<file path="config.mk">
export PLATFORM = sky130hd
export DESIGN_NAME = load_tier_admission_policy_unit_flat
export DESIGN_NICKNAME = d
export VERILOG_FILES = /design/src/rtl/lta_pkg.sv /design/src/rtl/lta_in_if.sv /design/src/rtl/lta_out_if.sv /design/src/rtl/lta_front.sv /design/src/rtl/lta_fifo.sv /design/src/rtl/lta_div.sv /design/src/rtl/lta_back.sv /design/src/rtl/load_tier_admission_policy_unit.sv /design/src/flat_wrapper.sv
export SDC_FILE = /design/constraint.sdc
export NUM_CORES = 2
export LEC_CHECK = 0
export BUFFER_PORTS_ARGS = -buffer_cell sky130_fd_sc_hd__buf_2
export CORE_MARGIN = 2
export CORE_UTILIZATION = 55
export CTS_CLUSTER_DIAMETER = 120
export DETAILED_ROUTE_END_ITERATION = 16
export GPL_ROUTABILITY_DRIVEN = 1
export PLACE_DENSITY = 0.77
export SLEW_MARGIN = 30
export SYNTH_ARGS = -nofsm -noshare
export SYNTH_HDL_FRONTEND = slang
export SYNTH_HIERARCHICAL = 1
export SYNTH_SLANG_ARGS = --single-unit
</file>
<file path="constraint.sdc">
create_clock -name clk -period 8.4 [get_ports clk]
set_input_delay 0.84 -clock clk [delete_from_list [all_inputs] [get_ports clk]]
set_output_delay 0.84 -clock clk [all_outputs]
set_load 0.02 [all_outputs]
</file>
<file path="src/rtl/lta_pkg.sv">
// ----------------------------------------------------------------------------
// lta_pkg
// Shared types, widths and codes of the load tier admission policy unit.
// ----------------------------------------------------------------------------
package lta_pkg;

  // Tier table depth and fraction bits of each load term quotient
  localparam int TIERS     = 16;
  localparam int FRAC_BITS = 16;

  localparam int TIER_IDX_W = (TIERS > 1) ? $clog2(TIERS) : 1;

  // Fixed field widths
  localparam int IDX_FIELD_W = 4;
  localparam int TH_W        = 32;
  localparam int FLAG_W      = 3;
  localparam int CNT_W       = 24;
  localparam int WGT_W       = 16;
  localparam int TCNT_W      = 5;
  localparam int LOAD_W      = 31;
  localparam int USED_W      = 5;
  localparam int NTERMS      = 3;

  // Datapath widths
  localparam int PROD_W = WGT_W + CNT_W;
  localparam int DIVD_W = PROD_W + FRAC_BITS;
  localparam int QSUM_W = DIVD_W + 2;

  localparam logic [LOAD_W-1:0] LOAD_MAX = {LOAD_W{1'b1}};

  // Flag bits: bit0 accept_conn, bit1 accept_recv, bit2 close_old
  localparam logic [FLAG_W-1:0] FLAGS_PASS = 3'b011;

  // Queue between front and back
  localparam int QDEPTH = 2;
  localparam int QPTR_W = (QDEPTH > 1) ? $clog2(QDEPTH) : 1;
  localparam int QCNT_W = $clog2(QDEPTH + 1);

  // Opcodes
  localparam logic OP_EVAL  = 1'b0;
  localparam logic OP_WRITE = 1'b1;

  // Configuration port
  localparam int CFG_IDX_W  = 3;
  localparam int CFG_DATA_W = 16;

  localparam logic [CFG_IDX_W-1:0] CFG_GUARD_ENABLE   = 3'd0;
  localparam logic [CFG_IDX_W-1:0] CFG_CONN_WEIGHT    = 3'd1;
  localparam logic [CFG_IDX_W-1:0] CFG_CONN_NORM      = 3'd2;
  localparam logic [CFG_IDX_W-1:0] CFG_NEWCONN_WEIGHT = 3'd3;
  localparam logic [CFG_IDX_W-1:0] CFG_NEWCONN_NORM   = 3'd4;
  localparam logic [CFG_IDX_W-1:0] CFG_UPPKT_WEIGHT   = 3'd5;
  localparam logic [CFG_IDX_W-1:0] CFG_UPPKT_NORM     = 3'd6;
  localparam logic [CFG_IDX_W-1:0] CFG_TIER_COUNT     = 3'd7;

  // Term order: connections, new connections, upstream packets
  typedef struct packed {
    logic                          guard_enable;
    logic [NTERMS-1:0][WGT_W-1:0]  weight;
    logic [NTERMS-1:0][WGT_W-1:0]  norm;
    logic [TCNT_W-1:0]             tier_count;
  } lta_cfg_t;

  typedef enum logic [1:0] {
    CMD_WRITE,
    CMD_EVAL,
    CMD_BYPASS
  } lta_kind_t;

  typedef struct packed {
    lta_kind_t                     kind;
    logic [TIER_IDX_W-1:0]         tier_idx;
    logic [TH_W-1:0]               threshold;
    logic [FLAG_W-1:0]             flags;
    logic [NTERMS-1:0][PROD_W-1:0] prod;
  } lta_cmd_t;

  typedef struct packed {
    logic [TH_W-1:0]   threshold;
    logic [FLAG_W-1:0] flags;
  } lta_tier_t;

  // Queue handshake toward the back end
  typedef struct packed {
    logic     valid;
    lta_cmd_t head;
  } lta_qhead_t;

endpackage

</file>
<file path="src/rtl/lta_in_if.sv">
// ----------------------------------------------------------------------------
// lta_in_if
// Input item channel: valid/ready handshake with the item fields.
// ----------------------------------------------------------------------------
interface lta_in_if;
  logic        valid;
  logic        ready;
  logic        opcode;
  logic [3:0]  tier_index;
  logic signed [31:0] tier_threshold;
  logic        tier_accept_conn;
  logic        tier_accept_recv;
  logic        tier_close_old;
  logic [23:0] conn_now;
  logic [23:0] newconn_now;
  logic [23:0] uppkt_now;

  modport source (
    output valid, opcode, tier_index, tier_threshold, tier_accept_conn,
           tier_accept_recv, tier_close_old, conn_now, newconn_now, uppkt_now,
    input  ready
  );

  modport sink (
    input  valid, opcode, tier_index, tier_threshold, tier_accept_conn,
           tier_accept_recv, tier_close_old, conn_now, newconn_now, uppkt_now,
    output ready
  );
endinterface

</file>
<file path="src/rtl/lta_out_if.sv">
// ----------------------------------------------------------------------------
// lta_out_if
// Result item channel: valid/ready handshake with the decision fields.
// ----------------------------------------------------------------------------
interface lta_out_if;
  logic        valid;
  logic        ready;
  logic        accept_conn;
  logic        accept_recv;
  logic        close_old;
  logic [30:0] load_value;
  logic [3:0]  tier_used;
  logic        tier_valid;

  modport source (
    output valid, accept_conn, accept_recv, close_old, load_value, tier_used,
           tier_valid,
    input  ready
  );

  modport sink (
    input  valid, accept_conn, accept_recv, close_old, load_value, tier_used,
           tier_valid,
    output ready
  );
endinterface

</file>
<file path="src/rtl/lta_front.sv">
// ----------------------------------------------------------------------------
// lta_front
// Accepts items, classifies them and forms the weighted counts.
// ----------------------------------------------------------------------------
module lta_front (
  input  logic              clk,
  input  logic              rst_n,
  lta_in_if.sink            in_chan,
  input  lta_pkg::lta_cfg_t cfg,
  input  logic              q_ready,
  output logic              q_push,
  output lta_pkg::lta_cmd_t q_entry
);

  logic              stage_valid_r;
  logic              stage_valid_nxt;
  lta_pkg::lta_cmd_t cmd_r;
  lta_pkg::lta_cmd_t cmd_nxt;
  logic              take;
  logic              keep;

  assign in_chan.ready = !stage_valid_r || q_ready;
  assign take          = in_chan.valid && in_chan.ready;
  assign q_push        = stage_valid_r && q_ready;
  assign q_entry       = cmd_r;

  always_comb begin
    cmd_nxt.tier_idx  = lta_pkg::TIER_IDX_W'(in_chan.tier_index);
    cmd_nxt.threshold = in_chan.tier_threshold;
    cmd_nxt.flags     = {in_chan.tier_close_old, in_chan.tier_accept_recv,
                         in_chan.tier_accept_conn};
    cmd_nxt.prod[0]   = lta_pkg::PROD_W'(cfg.weight[0]) *
                        lta_pkg::PROD_W'(in_chan.conn_now);
    cmd_nxt.prod[1]   = lta_pkg::PROD_W'(cfg.weight[1]) *
                        lta_pkg::PROD_W'(in_chan.newconn_now);
    cmd_nxt.prod[2]   = lta_pkg::PROD_W'(cfg.weight[2]) *
                        lta_pkg::PROD_W'(in_chan.uppkt_now);
    if (in_chan.opcode == lta_pkg::OP_WRITE) begin
      cmd_nxt.kind = lta_pkg::CMD_WRITE;
    end else if (cfg.guard_enable) begin
      cmd_nxt.kind = lta_pkg::CMD_EVAL;
    end else begin
      cmd_nxt.kind = lta_pkg::CMD_BYPASS;
    end
    // drop tier writes that fall outside the table
    keep = !(in_chan.opcode == lta_pkg::OP_WRITE &&
             32'(in_chan.tier_index) >= 32'(lta_pkg::TIERS));
  end

  always_comb begin
    if (take) begin
      stage_valid_nxt = keep;
    end else if (q_push) begin
      stage_valid_nxt = 1'b0;
    end else begin
      stage_valid_nxt = stage_valid_r;
    end
  end

  always_ff @(posedge clk) begin
    if (!rst_n) begin
      stage_valid_r <= 1'b0;
    end else begin
      stage_valid_r <= stage_valid_nxt;
    end
  end

  always_ff @(posedge clk) begin
    if (take) begin
      cmd_r <= cmd_nxt;
    end
  end

endmodule

</file>
<file path="src/rtl/lta_fifo.sv">
// ----------------------------------------------------------------------------
// lta_fifo
// Short command queue between the front end and the back end.
// ----------------------------------------------------------------------------
module lta_fifo (
  input  logic                clk,
  input  logic                rst_n,
  input  logic                push,
  input  lta_pkg::lta_cmd_t   push_entry,
  output logic                push_ready,
  input  logic                pop,
  output lta_pkg::lta_qhead_t head
);

  lta_pkg::lta_cmd_t             entry_r [lta_pkg::QDEPTH];
  logic [lta_pkg::QPTR_W-1:0]    wr_ptr_r;
  logic [lta_pkg::QPTR_W-1:0]    wr_ptr_nxt;
  logic [lta_pkg::QPTR_W-1:0]    rd_ptr_r;
  logic [lta_pkg::QPTR_W-1:0]    rd_ptr_nxt;
  logic [lta_pkg::QCNT_W-1:0]    count_r;
  logic [lta_pkg::QCNT_W-1:0]    count_nxt;
  logic                          do_push;
  logic                          do_pop;

  assign push_ready = 32'(count_r) < 32'(lta_pkg::QDEPTH);
  assign do_push    = push && push_ready;
  assign do_pop     = pop && (count_r != '0);
  assign head.valid = count_r != '0;
  assign head.head  = entry_r[rd_ptr_r];

  always_comb begin
    wr_ptr_nxt = wr_ptr_r;
    rd_ptr_nxt = rd_ptr_r;
    count_nxt  = count_r;
    if (do_push) begin
      wr_ptr_nxt = (32'(wr_ptr_r) == lta_pkg::QDEPTH - 1) ? '0 :
                   lta_pkg::QPTR_W'(wr_ptr_r + 1'b1);
    end
    if (do_pop) begin
      rd_ptr_nxt = (32'(rd_ptr_r) == lta_pkg::QDEPTH - 1) ? '0 :
                   lta_pkg::QPTR_W'(rd_ptr_r + 1'b1);
    end
    if (do_push && !do_pop) begin
      count_nxt = lta_pkg::QCNT_W'(count_r + 1'b1);
    end else if (do_pop && !do_push) begin
      count_nxt = lta_pkg::QCNT_W'(count_r - 1'b1);
    end
  end

  always_ff @(posedge clk) begin
    if (!rst_n) begin
      wr_ptr_r <= '0;
      rd_ptr_r <= '0;
      count_r  <= '0;
    end else begin
      wr_ptr_r <= wr_ptr_nxt;
      rd_ptr_r <= rd_ptr_nxt;
      count_r  <= count_nxt;
    end
  end

  always_ff @(posedge clk) begin
    if (do_push) begin
      entry_r[wr_ptr_r] <= push_entry;
    end
  end

endmodule

</file>
<file path="src/rtl/lta_div.sv">
// ----------------------------------------------------------------------------
// lta_div
// Restoring divider, one quotient bit per cycle.
// ----------------------------------------------------------------------------
module lta_div (
  input  logic                       clk,
  input  logic                       rst_n,
  input  logic                       start,
  input  logic [lta_pkg::DIVD_W-1:0] dividend,
  input  logic [lta_pkg::WGT_W-1:0]  divisor,
  output logic                       done,
  output logic [lta_pkg::DIVD_W-1:0] quotient
);

  localparam int STEP_W = $clog2(lta_pkg::DIVD_W);

  logic [lta_pkg::DIVD_W-1:0] quo_r;
  logic [lta_pkg::WGT_W-1:0]  rem_r;
  logic [lta_pkg::WGT_W-1:0]  dsr_r;
  logic [STEP_W-1:0]          step_r;
  logic                       run_r;
  logic                       done_r;
  logic [lta_pkg::WGT_W:0]    rem_sh;
  logic [lta_pkg::WGT_W:0]    diff;
  logic                       ge;

  assign rem_sh   = {rem_r, quo_r[lta_pkg::DIVD_W-1]};
  assign diff     = rem_sh - {1'b0, dsr_r};
  assign ge       = rem_sh >= {1'b0, dsr_r};
  assign done     = done_r;
  assign quotient = quo_r;

  always_ff @(posedge clk) begin
    if (!rst_n) begin
      run_r  <= 1'b0;
      done_r <= 1'b0;
      step_r <= '0;
    end else begin
      done_r <= 1'b0;
      if (start) begin
        run_r  <= 1'b1;
        step_r <= STEP_W'(lta_pkg::DIVD_W - 1);
      end else if (run_r) begin
        step_r <= STEP_W'(step_r - 1'b1);
        if (step_r == '0) begin
          run_r  <= 1'b0;
          done_r <= 1'b1;
        end
      end
    end
  end

  // shift dividend bits out at the top, quotient bits in at the bottom
  always_ff @(posedge clk) begin
    if (start) begin
      quo_r <= dividend;
      rem_r <= '0;
      dsr_r <= divisor;
    end else if (run_r) begin
      quo_r <= {quo_r[lta_pkg::DIVD_W-2:0], ge};
      rem_r <= ge ? diff[lta_pkg::WGT_W-1:0] : rem_sh[lta_pkg::WGT_W-1:0];
    end
  end

endmodule

</file>
<file path="src/rtl/lta_back.sv">
// ----------------------------------------------------------------------------
// lta_back
// Executes queued commands: tier writes, load division, tier search, bypass.
// ----------------------------------------------------------------------------
module lta_back (
  input  logic                clk,
  input  logic                rst_n,
  input  lta_pkg::lta_cfg_t   cfg,
  input  lta_pkg::lta_qhead_t q,
  output logic                q_pop,
  lta_out_if.source           out_chan
);

  typedef enum logic [2:0] {
    ST_IDLE,
    ST_DIV,
    ST_SUM,
    ST_SRCH,
    ST_DONE
  } state_t;

  state_t                          state_r, state_nxt;
  logic                            out_valid_r, out_valid_nxt;
  logic [lta_pkg::FLAG_W-1:0]      out_flags_r, out_flags_nxt;
  logic [lta_pkg::LOAD_W-1:0]      out_load_r, out_load_nxt;
  logic [lta_pkg::TIER_IDX_W-1:0]  out_sel_r, out_sel_nxt;
  logic                            out_tvalid_r, out_tvalid_nxt;
  logic [lta_pkg::FLAG_W-1:0]      res_flags_r, res_flags_nxt;
  logic [lta_pkg::TIER_IDX_W-1:0]  res_sel_r, res_sel_nxt;
  logic                            res_tvalid_r, res_tvalid_nxt;
  logic [lta_pkg::LOAD_W-1:0]      load_r, load_nxt;
  logic [lta_pkg::QSUM_W-1:0]      acc_r, acc_nxt;
  logic [lta_pkg::TIER_IDX_W-1:0]  cnt_r, cnt_nxt;
  logic [lta_pkg::USED_W-1:0]      used_r, used_nxt;
  logic [lta_pkg::FLAG_W-1:0]      prev_flags_r, prev_flags_nxt;
  logic                            norm_bad_r, norm_bad_nxt;

  lta_pkg::lta_tier_t              mem [lta_pkg::TIERS];
  lta_pkg::lta_tier_t              rd_r;
  logic                            mem_we;
  logic [lta_pkg::TIER_IDX_W-1:0]  raddr;

  logic                            div_start;
  logic [lta_pkg::NTERMS-1:0]      div_done;
  logic [lta_pkg::DIVD_W-1:0]      div_quo [lta_pkg::NTERMS];
  logic                            norm_zero;
  logic [lta_pkg::QSUM_W-1:0]      total;
  logic                            exceed;
  logic                            last;

  for (genvar k = 0; k < lta_pkg::NTERMS; k++) begin : g_div
    lta_div u_div (
      .clk      (clk),
      .rst_n    (rst_n),
      .start    (div_start),
      .dividend ({q.head.prod[k], {lta_pkg::FRAC_BITS{1'b0}}}),
      .divisor  (cfg.norm[k]),
      .done     (div_done[k]),
      .quotient (div_quo[k])
    );
  end

  always_comb begin
    norm_zero = 1'b0;
    for (int k = 0; k < lta_pkg::NTERMS; k++) begin
      norm_zero = norm_zero || (cfg.norm[k] == '0);
    end
  end

  assign total  = acc_r + lta_pkg::QSUM_W'(div_quo[2]);
  assign exceed = $signed(rd_r.threshold) > $signed({1'b0, load_r});
  assign last   = 32'(cnt_r) == 32'(used_r) - 32'd1;

  assign out_chan.valid       = out_valid_r;
  assign out_chan.accept_conn = out_flags_r[0];
  assign out_chan.accept_recv = out_flags_r[1];
  assign out_chan.close_old   = out_flags_r[2];
  assign out_chan.load_value  = out_load_r;
  assign out_chan.tier_used   = 4'(out_sel_r);
  assign out_chan.tier_valid  = out_tvalid_r;

  always_comb begin
    state_nxt      = state_r;
    out_valid_nxt  = out_valid_r;
    out_flags_nxt  = out_flags_r;
    out_load_nxt   = out_load_r;
    out_sel_nxt    = out_sel_r;
    out_tvalid_nxt = out_tvalid_r;
    res_flags_nxt  = res_flags_r;
    res_sel_nxt    = res_sel_r;
    res_tvalid_nxt = res_tvalid_r;
    load_nxt       = load_r;
    acc_nxt        = acc_r;
    cnt_nxt        = cnt_r;
    used_nxt       = used_r;
    prev_flags_nxt = prev_flags_r;
    norm_bad_nxt   = norm_bad_r;
    q_pop          = 1'b0;
    mem_we         = 1'b0;
    div_start      = 1'b0;
    raddr          = '0;

    if (out_chan.ready) begin
      out_valid_nxt = 1'b0;
    end

    case (state_r)
      ST_IDLE: begin
        if (q.valid) begin
          q_pop = 1'b1;
          case (q.head.kind)
            lta_pkg::CMD_WRITE: begin
              mem_we = 1'b1;
            end
            lta_pkg::CMD_EVAL: begin
              div_start    = 1'b1;
              norm_bad_nxt = norm_zero;
              used_nxt     = (32'(cfg.tier_count) > 32'(lta_pkg::TIERS)) ?
                             lta_pkg::USED_W'(lta_pkg::TIERS) : cfg.tier_count;
              state_nxt    = ST_DIV;
            end
            lta_pkg::CMD_BYPASS: begin
              res_flags_nxt  = lta_pkg::FLAGS_PASS;
              load_nxt       = '0;
              res_sel_nxt    = '0;
              res_tvalid_nxt = 1'b0;
              state_nxt      = ST_DONE;
            end
            default: begin
            end
          endcase
        end
      end
      ST_DIV: begin
        if (div_done[0]) begin
          acc_nxt   = lta_pkg::QSUM_W'(div_quo[0]) + lta_pkg::QSUM_W'(div_quo[1]);
          state_nxt = ST_SUM;
        end
      end
      ST_SUM: begin
        // drop fraction bits, saturate; a zero norm pins the load at max
        if (norm_bad_r ||
            (|total[lta_pkg::QSUM_W-1:lta_pkg::FRAC_BITS+lta_pkg::LOAD_W])) begin
          load_nxt = lta_pkg::LOAD_MAX;
        end else begin
          load_nxt = total[lta_pkg::FRAC_BITS+lta_pkg::LOAD_W-1:lta_pkg::FRAC_BITS];
        end
        if (used_r == '0) begin
          res_flags_nxt  = lta_pkg::FLAGS_PASS;
          res_sel_nxt    = '0;
          res_tvalid_nxt = 1'b0;
          state_nxt      = ST_DONE;
        end else begin
          cnt_nxt   = '0;
          state_nxt = ST_SRCH;
        end
      end
      ST_SRCH: begin
        raddr = lta_pkg::TIER_IDX_W'(cnt_r + 1'b1);
        if (exceed) begin
          res_flags_nxt  = (cnt_r == '0) ? rd_r.flags : prev_flags_r;
          res_sel_nxt    = (cnt_r == '0) ? '0 :
                           lta_pkg::TIER_IDX_W'(cnt_r - 1'b1);
          res_tvalid_nxt = 1'b1;
          state_nxt      = ST_DONE;
        end else if (last) begin
          res_flags_nxt  = rd_r.flags;
          res_sel_nxt    = cnt_r;
          res_tvalid_nxt = 1'b1;
          state_nxt      = ST_DONE;
        end else begin
          prev_flags_nxt = rd_r.flags;
          cnt_nxt        = lta_pkg::TIER_IDX_W'(cnt_r + 1'b1);
        end
      end
      ST_DONE: begin
        // hold the result until the output register frees up
        if (!out_valid_r || out_chan.ready) begin
          out_valid_nxt  = 1'b1;
          out_flags_nxt  = res_flags_r;
          out_load_nxt   = load_r;
          out_sel_nxt    = res_sel_r;
          out_tvalid_nxt = res_tvalid_r;
          state_nxt      = ST_IDLE;
        end
      end
      default: begin
        state_nxt = ST_IDLE;
      end
    endcase
  end

  always_ff @(posedge clk) begin
    if (!rst_n) begin
      state_r     <= ST_IDLE;
      out_valid_r <= 1'b0;
    end else begin
      state_r      <= state_nxt;
      out_valid_r  <= out_valid_nxt;
      out_flags_r  <= out_flags_nxt;
      out_load_r   <= out_load_nxt;
      out_sel_r    <= out_sel_nxt;
      out_tvalid_r <= out_tvalid_nxt;
      res_flags_r  <= res_flags_nxt;
      res_sel_r    <= res_sel_nxt;
      res_tvalid_r <= res_tvalid_nxt;
      load_r       <= load_nxt;
      acc_r        <= acc_nxt;
      cnt_r        <= cnt_nxt;
      used_r       <= used_nxt;
      prev_flags_r <= prev_flags_nxt;
      norm_bad_r   <= norm_bad_nxt;
    end
  end

  always_ff @(posedge clk) begin
    if (mem_we) begin
      mem[q.head.tier_idx] <= '{threshold: q.head.threshold, flags: q.head.flags};
    end
    rd_r <= mem[raddr];
  end

  a_div_lockstep: assert property (@(posedge clk) disable iff (!rst_n)
    $countones(div_done) == 0 || $countones(div_done) == lta_pkg::NTERMS)
    else $error("divider lanes out of step");

  a_div_done_state: assert property (@(posedge clk) disable iff (!rst_n)
    div_done[0] |-> state_r == ST_DIV)
    else $error("divider finished outside the divide phase");

  a_srch_range: assert property (@(posedge clk) disable iff (!rst_n)
    state_r == ST_SRCH |-> 32'(cnt_r) < 32'(used_r))
    else $error("tier search ran past the tiers in use");

  a_done_hold: assert property (@(posedge clk) disable iff (!rst_n)
    (state_r == ST_DONE && out_valid_r && !out_chan.ready) |=> state_r == ST_DONE)
    else $error("result left the back end while output was stalled");

  a_default_flags: assert property (@(posedge clk) disable iff (!rst_n)
    (out_valid_r && !out_tvalid_r) |->
      (out_flags_r == lta_pkg::FLAGS_PASS && out_sel_r == '0))
    else $error("default decision with wrong flags");

endmodule

</file>
<file path="src/rtl/load_tier_admission_policy_unit.sv">
// ----------------------------------------------------------------------------
// load_tier_admission_policy_unit
// Overload admission policy over a table of load tiers.
// ----------------------------------------------------------------------------
// A write-tier item stores one tier and gives no result; an evaluate item
// gives one decision. The front end takes one item per cycle while the
// queue has room and forms the three weighted counts; a two-entry queue
// feeds the back end. For an evaluate item with protection enabled, three
// bit-serial dividers in the back end run side by side over the 56 dividend
// bits (40 product bits plus 16 fraction bits), then the tier table is
// scanned one entry per cycle from its single read port, up to N entries,
// N being the tiers in use. Configuration writes take effect on the next
// cycle and must only be made while the unit is idle. The tier table is not
// cleared by reset; only tiers that were written may be in use.
// ----------------------------------------------------------------------------
module load_tier_admission_policy_unit (
  input  logic                           clk,
  input  logic                           rst_n,
  lta_in_if.sink                         in_chan,
  lta_out_if.source                      out_chan,
  input  logic                           cfg_we,
  input  logic [lta_pkg::CFG_IDX_W-1:0]  cfg_index,
  input  logic [lta_pkg::CFG_DATA_W-1:0] cfg_wdata
);

  lta_pkg::lta_cfg_t   cfg_r;
  lta_pkg::lta_cfg_t   cfg_nxt;
  logic                q_push;
  logic                q_ready;
  lta_pkg::lta_cmd_t   q_entry;
  lta_pkg::lta_qhead_t q_head;
  logic                q_pop;

  always_comb begin
    cfg_nxt = cfg_r;
    if (cfg_we) begin
      case (cfg_index)
        lta_pkg::CFG_GUARD_ENABLE:   cfg_nxt.guard_enable = cfg_wdata[0];
        lta_pkg::CFG_CONN_WEIGHT:    cfg_nxt.weight[0]    = cfg_wdata;
        lta_pkg::CFG_CONN_NORM:      cfg_nxt.norm[0]      = cfg_wdata;
        lta_pkg::CFG_NEWCONN_WEIGHT: cfg_nxt.weight[1]    = cfg_wdata;
        lta_pkg::CFG_NEWCONN_NORM:   cfg_nxt.norm[1]      = cfg_wdata;
        lta_pkg::CFG_UPPKT_WEIGHT:   cfg_nxt.weight[2]    = cfg_wdata;
        lta_pkg::CFG_UPPKT_NORM:     cfg_nxt.norm[2]      = cfg_wdata;
        lta_pkg::CFG_TIER_COUNT:     cfg_nxt.tier_count   = cfg_wdata[lta_pkg::TCNT_W-1:0];
        default: begin
        end
      endcase
    end
  end

  always_ff @(posedge clk) begin
    if (!rst_n) begin
      cfg_r <= '0;
    end else begin
      cfg_r <= cfg_nxt;
    end
  end

  lta_front u_front (
    .clk     (clk),
    .rst_n   (rst_n),
    .in_chan (in_chan),
    .cfg     (cfg_r),
    .q_ready (q_ready),
    .q_push  (q_push),
    .q_entry (q_entry)
  );

  lta_fifo u_fifo (
    .clk        (clk),
    .rst_n      (rst_n),
    .push       (q_push),
    .push_entry (q_entry),
    .push_ready (q_ready),
    .pop        (q_pop),
    .head       (q_head)
  );

  lta_back u_back (
    .clk      (clk),
    .rst_n    (rst_n),
    .cfg      (cfg_r),
    .q        (q_head),
    .q_pop    (q_pop),
    .out_chan (out_chan)
  );

endmodule

</file>
<file path="src/flat_wrapper.sv">
// flat-port wrapper written by rule: the top's interface ports become plain ports
module load_tier_admission_policy_unit_flat 
  (clk, rst_n, cfg_we, cfg_index, cfg_wdata, in_chan_valid, in_chan_opcode, in_chan_tier_index, in_chan_tier_threshold, in_chan_tier_accept_conn, in_chan_tier_accept_recv, in_chan_tier_close_old, in_chan_conn_now, in_chan_newconn_now, in_chan_uppkt_now, in_chan_ready, out_chan_valid, out_chan_accept_conn, out_chan_accept_recv, out_chan_close_old, out_chan_load_value, out_chan_tier_used, out_chan_tier_valid, out_chan_ready);
  lta_in_if in_chan_i ();
  lta_out_if out_chan_i ();
  input  logic clk;
  input  logic rst_n;
  input  logic cfg_we;
  input  logic [lta_pkg::CFG_IDX_W-1:0] cfg_index;
  input  logic [lta_pkg::CFG_DATA_W-1:0] cfg_wdata;
  input wire logic [$bits(in_chan_i.valid)-1:0] in_chan_valid;
  input wire logic [$bits(in_chan_i.opcode)-1:0] in_chan_opcode;
  input wire logic [$bits(in_chan_i.tier_index)-1:0] in_chan_tier_index;
  input wire logic [$bits(in_chan_i.tier_threshold)-1:0] in_chan_tier_threshold;
  input wire logic [$bits(in_chan_i.tier_accept_conn)-1:0] in_chan_tier_accept_conn;
  input wire logic [$bits(in_chan_i.tier_accept_recv)-1:0] in_chan_tier_accept_recv;
  input wire logic [$bits(in_chan_i.tier_close_old)-1:0] in_chan_tier_close_old;
  input wire logic [$bits(in_chan_i.conn_now)-1:0] in_chan_conn_now;
  input wire logic [$bits(in_chan_i.newconn_now)-1:0] in_chan_newconn_now;
  input wire logic [$bits(in_chan_i.uppkt_now)-1:0] in_chan_uppkt_now;
  output wire logic [$bits(in_chan_i.ready)-1:0] in_chan_ready;
  output wire logic [$bits(out_chan_i.valid)-1:0] out_chan_valid;
  output wire logic [$bits(out_chan_i.accept_conn)-1:0] out_chan_accept_conn;
  output wire logic [$bits(out_chan_i.accept_recv)-1:0] out_chan_accept_recv;
  output wire logic [$bits(out_chan_i.close_old)-1:0] out_chan_close_old;
  output wire logic [$bits(out_chan_i.load_value)-1:0] out_chan_load_value;
  output wire logic [$bits(out_chan_i.tier_used)-1:0] out_chan_tier_used;
  output wire logic [$bits(out_chan_i.tier_valid)-1:0] out_chan_tier_valid;
  input wire logic [$bits(out_chan_i.ready)-1:0] out_chan_ready;
  assign in_chan_i.valid = in_chan_valid;
  assign in_chan_i.opcode = in_chan_opcode;
  assign in_chan_i.tier_index = in_chan_tier_index;
  assign in_chan_i.tier_threshold = in_chan_tier_threshold;
  assign in_chan_i.tier_accept_conn = in_chan_tier_accept_conn;
  assign in_chan_i.tier_accept_recv = in_chan_tier_accept_recv;
  assign in_chan_i.tier_close_old = in_chan_tier_close_old;
  assign in_chan_i.conn_now = in_chan_conn_now;
  assign in_chan_i.newconn_now = in_chan_newconn_now;
  assign in_chan_i.uppkt_now = in_chan_uppkt_now;
  assign in_chan_ready = in_chan_i.ready;
  assign out_chan_valid = out_chan_i.valid;
  assign out_chan_accept_conn = out_chan_i.accept_conn;
  assign out_chan_accept_recv = out_chan_i.accept_recv;
  assign out_chan_close_old = out_chan_i.close_old;
  assign out_chan_load_value = out_chan_i.load_value;
  assign out_chan_tier_used = out_chan_i.tier_used;
  assign out_chan_tier_valid = out_chan_i.tier_valid;
  assign out_chan_i.ready = out_chan_ready;
  load_tier_admission_policy_unit u_core (.clk(clk), .rst_n(rst_n), .in_chan(in_chan_i), .out_chan(out_chan_i), .cfg_we(cfg_we), .cfg_index(cfg_index), .cfg_wdata(cfg_wdata));
endmodule
</file>
* Yosys cells after proc, flatten, opt, wreduce, memory -nomap -nowiden
Memory sizes are Yosys's and may differ from the RTL's. A register that Yosys moved wholly into a read port is not among the register bits. Index checks and enable logic that the tools add are counted.
Storage, ports and cells: input port bits 136, memories kept 2, output and inout bits 41, bits in registers 707, bits in writable memories 882
Cells by class: magnitude comparators 6, bitwise logic cells 4, multipliers 3, reductions and logical operators 54, add/subtract/negate cells 15, equality and inequality tests 24, multiplexer cells 86
Memory list:
- u_core.u_back.mem | words 16, bits a word 35, read ports 1, clocked after Yosys merged registers in 1, wr ports 1, RTL line lta_back.sv:38 | lta_pkg::lta_tier_t mem [lta_pkg::TIERS];
- u_core.u_fifo.entry_r | words 2, bits a word 161, read ports 1, clocked after Yosys merged registers in 1, wr ports 1, RTL line lta_fifo.sv:15 | lta_pkg::lta_cmd_t entry_r [lta_pkg::QDEPTH];
Operator list (count):
- 56-bit two-way mux | 6
- 16-bit by 24-bit multiplier with 40-bit output | 3
- 31-bit two-way mux | 3
- 31-bit case mux with 2 select lines | 1
- 58-bit by 56-bit adder with 58-bit output | 1
- 56-bit by 56-bit adder with 57-bit output | 1
- 17-bit by 16-bit >= comparator with 1-bit output | 3
- 16-bit logical NOT | 3
- 16-bit two-way mux | 3
- 16-bit subtractor | 3
- 4-bit two-way mux | 10
- 1-bit two-way mux | 36
- 3-bit two-way mux | 12
- 6-bit two-way mux | 6
- 4-bit by 32-bit equality test with 1-bit output | 1
- 32-bit greater-than comparator | 1
- 6-bit logical NOT | 3
- 6-bit by 1-bit subtractor with 6-bit output (second input constant) | 3
- 2-bit AND reduction | 8
- 2-bit nonzero test | 8
- 3-bit equality test (second input constant) | 5
- 3-bit case mux with 5 select lines | 1
- 3-bit by 2-bit equality test with 1-bit output (second input constant) | 4
- 4-bit case mux with 3 select lines | 1
- 36 further kinds | 66

* Longest topological paths before layout
depth after elaboration 7, gate-level depth with buffers 24

* Cells and area by module
The synthesis kept the hierarchy.
By module, submodules not included:
- lta_front | cells an instance 4464, times used 1, seq. area each 4854.7 µm², area each 41867.7 µm²
- lta_back | cells an instance 2968, times used 1, seq. area each 22041.1 µm², area each 35723.0 µm²
- lta_div | cells an instance 382, times used 3, seq. area each 2642.5 µm², area each 4768.3 µm²
- lta_fifo | cells an instance 524, times used 1, seq. area each 9769.4 µm², area each 12203.0 µm²
- load_tier_admission_policy_unit | cells an instance 355, times used 1, seq. area each 2042.0 µm², area each 3747.3 µm²

* Worst setup path after synthesis
OpenSTA, ideal clock, no wires.
kind reg2reg, start register u_core/u_fifo/count_r[1] (netlist bit), end memory u_core/u_fifo/entry_r[0][0] (netlist bit) (enable), cell stages (with the launch flop) 5, data required time 7697 ps, path slack -113 ps, data arrival time 7810 ps, path buffers 0, cells stage by stage dfxtp_1 -> inv_1 -> and2_1 -> nor2b_1 -> nor2b_1
Between the ends: longest elaborated chain between the ends 5
Ends and longest elaborated chain:
- from (decl) | RTL line lta_fifo.sv:20 | logic [lta_pkg::QCNT_W-1:0] count_r;
- from (signal assigned) | RTL line lta_fifo.sv:58 | count_r <= count_nxt;
- 2-bit < comparator | RTL line lta_fifo.sv:25 | assign push_ready = 32'(count_r) < 32'(lta_pkg::QDEPTH);
- named net u_core.q_ready | RTL line load_tier_admission_policy_unit.sv:29 | logic q_ready;
- 1-bit logical AND | RTL line lta_front.sv:24 | assign q_push = stage_valid_r && q_ready;
- named net u_core.q_push | RTL line load_tier_admission_policy_unit.sv:28 | logic q_push;
- 1-bit logical AND | RTL line lta_fifo.sv:26 | assign do_push = push && push_ready;
- named net u_core.u_fifo.do_push | RTL line lta_fifo.sv:22 | logic do_push;
- 1-bit two-way mux | RTL line lta_fifo.sv:63 | if (do_push) begin
- 1-bit two-way mux (implied by the code) | RTL line lta_fifo.sv:64 | entry_r[wr_ptr_r] <= push_entry;
- to (decl) | RTL line lta_fifo.sv:15
The timed path passes the listed nets, and every way through them passes these cells.

==> qor.csv <==
metric,value,unit
hold crit path type,input pin to flip-flop,
Critical Path Fanout Max,25,
Ys Warns,6,
Leakage,48.1,nW
Longest Clk Path Bufs,3,
port bufs,176,
Die ar.,200000,um^2
Clock Sinks,1624,
Routed WL per cell,21.8,um
TritonRoute pass-1 iters,6,
GPL Wtd Cong,0.939,
Post-Syn Area per Cell,11.4,um^2
period utilisation layout,81.9,%
total CTS buffers,166,
Core Region,195000,um^2
Hold WS,162,ps
Multi-input gate area,55300,um^2
I/O pin cnt,177,
die width,447,um
Post-Syn Area,108000,um^2
Setup crit end kind,flip-flop,
final core occ,60.1,%
CTS resizes,0,
Slew headroom,21.1,%
total power,24.4,mW
Sequential Power Share,43.1,%
Layout Skew,73.0,ps
startpoint types,flip-flop,
WP buf/inv,5,
GRT Overall Usage,26.8,%
WHS Path Cells,1,
Hold Path End,u_core/u_front/q_entry[158]$_DFFE_PP_,
Final Max Slew Viols,0,
total grt overflow,0,
sequential cell area,46600,um^2
NetSw,7.47,mW
Post-Route WL,267,mm
worst skew pair latency,850,ps
Mapped Cells,9451,
share of cells above drive strength 1,10.3,%
Worst EP arrival,7430,ps
Worst Tran Pin Value,1180,ps
worst flop-to-flop path endpoint,u_core/u_front/q_entry[119]$_DFFE_PP_,
min-delay src,in_chan_tier_index[3],
Final TNS setup,0,ps
Layout area overhead,8.56,%
first-pass GRT wire length,416,mm
initial antenna violation count,4,
Std-Cell Rows,162,
Placed Instances,11935,
hold_buf cts,0,
worst stage delay on the critical path,930,ps
worst flop-to-flop path startpoint,u_core/cfg_r[89]$_SDFFE_PN0P_,
clk root buf,clkbuf_16,
final hold vios,0,
clock network power share,31.8,%
post-CTS setup buffer count,0,
most frequent CP cell,fa_1,
DR iter-0 viols,6190,
post-route ant nets,0,
Vert. Die Dim,447,um
Fmax,145,MHz
CTS tree,done,
htree depth,4,
DRC viols,0,
Layout Cells excl Fill,12251,
post-DP HPWL,190,mm
power per cell area,209,nW/um^2
Worst Reg-to-Reg Cells,21,
"Reg clk slew, reported paths",70,ps
Initial Util,55.3,%
max cap viols,0,
P_int,16.9,mW
"CP delay by family, top",adder cells,
largest net degree at the start of global routing,167,
Sw Ratio,30.6,%
RSZ-0062 raised after global routing,no,
Finish-stage setup viols,0,
outcome,"complete, no violations",
critical path type,flip-flop to flip-flop,
fin crit period,6880,ps
number of global-route vias before repair,74231,
Logic pwr share,25.1,%
r2r setup slk,1520,ps
"Slowest-stage cell, CP",dfxtp_1,
Vias,71384,
routed vias/inst,5.83,
# fillers,15137,
crit-path cells,nand2_1 > fa_1 > inv_1 > fa_1 > inv_1 > fa_1 > inv_1 > fa_1 > fa_1 > inv_1 > fa_1 > inv_1 > ha_1 > a21o_1 > a21o_1 > a211o_1 > a311oi_2 > a21oi_1 > a21bo_1 > nor4b_1 > a311oi_1,
"Req. time, crit path",8960,ps
Worst VDD drop,0.232,mV
Final Net Count,11076,
## cell type report
type | instances | share of cell area (%)
clock inverter | 95 | 1.07
multi-input combinational | 6247 | 47.2
clock buffer | 217 | 3.91
timing repair buffer | 252 | 1.30
tap | 2624 | 2.81
antenna | 2 | 0.00428
inverter | 1190 | 3.82
sequential | 1624 | 39.9
## per-layer routing
layer,GRT usage [%],vias to the layer above,part of all wire [%]
li1,-,32162,-
met1,33.8,35892,40
met2,46.4,2722,50
met3,3.50,606,6.0
met4,11.6,2,4.4
met5,0,-,0.0071
## power groups by stage
| stage | sequential [mW] | clock, mW | combinational [mW] |
|---|---|---|---|
| 3_5_place_dp | 10.7 | 0 | 6.02 |
| 6_report | 10.5 | 7.76 | 6.12 |
| 5_1_grt | 10.6 | 8.22 | 6.71 |
| 4_1_cts | 10.5 | 7.89 | 6.06 |
| 2_1_floorplan | 10.4 | 0 | 4.55 |
| 3_3_place_gp | 10.7 | 0 | 5.83 |
## flip-flops by register name, summed over array words and instances, names as in the netlist, 4 cells and up, named ones only
register	count
u_core/u_front/q_entry	161
u_core/cfg_r	102
u_core/u_fifo/entry_r	322
u_core/u_back/out_chan.tier_used	4
u_core/u_back/g_div.u_div/quotient	168
u_core/u_back/used_r	5
u_core/u_back/res_sel_r	4
u_core/u_back/acc_r	57
u_core/u_back/rd_r	35
u_core/u_back/mem	560
u_core/u_back/g_div.u_div/dsr_r	48
u_core/u_back/load_r	31
u_core/u_back/out_chan.load_value	31
u_core/u_back/cnt_r	4
u_core/u_back/g_div.u_div/step_r	18
u_core/u_back/g_div.u_div/rem_r	48
## cell usage in the layout, fill, tap and decap left out, types with 18 or more instances in the layout
cell type     n
edfxtp_1   1407
nand2_1    1310
inv_1      1185
fa_1        922
and2_1      636
ha_1        537
a21oi_1     360
mux2_2      236
nor2_1      222
a211oi_1    221
dfxtp_1     182
buf_2       175
clkbuf_16   170
xnor2_1     165
o21ai_0     163
a21o_1      149
mux2i_1     145
a31oi_1     143
mux2_4       93
xor2_1       79
a311oi_1     76
nand3_1      74
buf_4        71
nand4_1      54
nor3_1       52
nor2b_1      50
o21a_1       48
conb_1       48
dfxtp_2      34
nand2b_1     33
clkbuf_1     32
and3_1       30
o211ai_1     28
o21bai_1     26
clkinv_2     25
o21ai_1      24
a21boi_0     21
nor4_1       21
bufinv_16    20
o31ai_1      18
## stage by stage
stage	setup WS, ps	cell area (um^2)
finish	1520	117000
global route	1190	117000
CTS	1580	117000
detailed placement	1390	111000
global placement	1430	111000
floorplan	1820	108000
## worst max-delay path by stage
stage                                              from                                    end  slack [ps]  depth (start not counted)
after CTS                 u_core/cfg_r[54]$_SDFFE_PN0P_   u_core/u_front/q_entry[33]$_DFFE_PP_        1580                         21
after global routing      u_core/cfg_r[89]$_SDFFE_PN0P_  u_core/u_front/q_entry[119]$_DFFE_PP_        1190                         21
final                     u_core/cfg_r[89]$_SDFFE_PN0P_  u_core/u_front/q_entry[119]$_DFFE_PP_        1520                         21
after global placement            in_chan_uppkt_now[14]  u_core/u_front/q_entry[119]$_DFFE_PP_        1430                         22
after floorplan                   in_chan_uppkt_now[14]  u_core/u_front/q_entry[116]$_DFFE_PP_        1820                         22
after detailed placement          in_chan_uppkt_now[14]  u_core/u_front/q_entry[119]$_DFFE_PP_        1390                         22
Note: power is estimated with default switching activity, not from simulation.
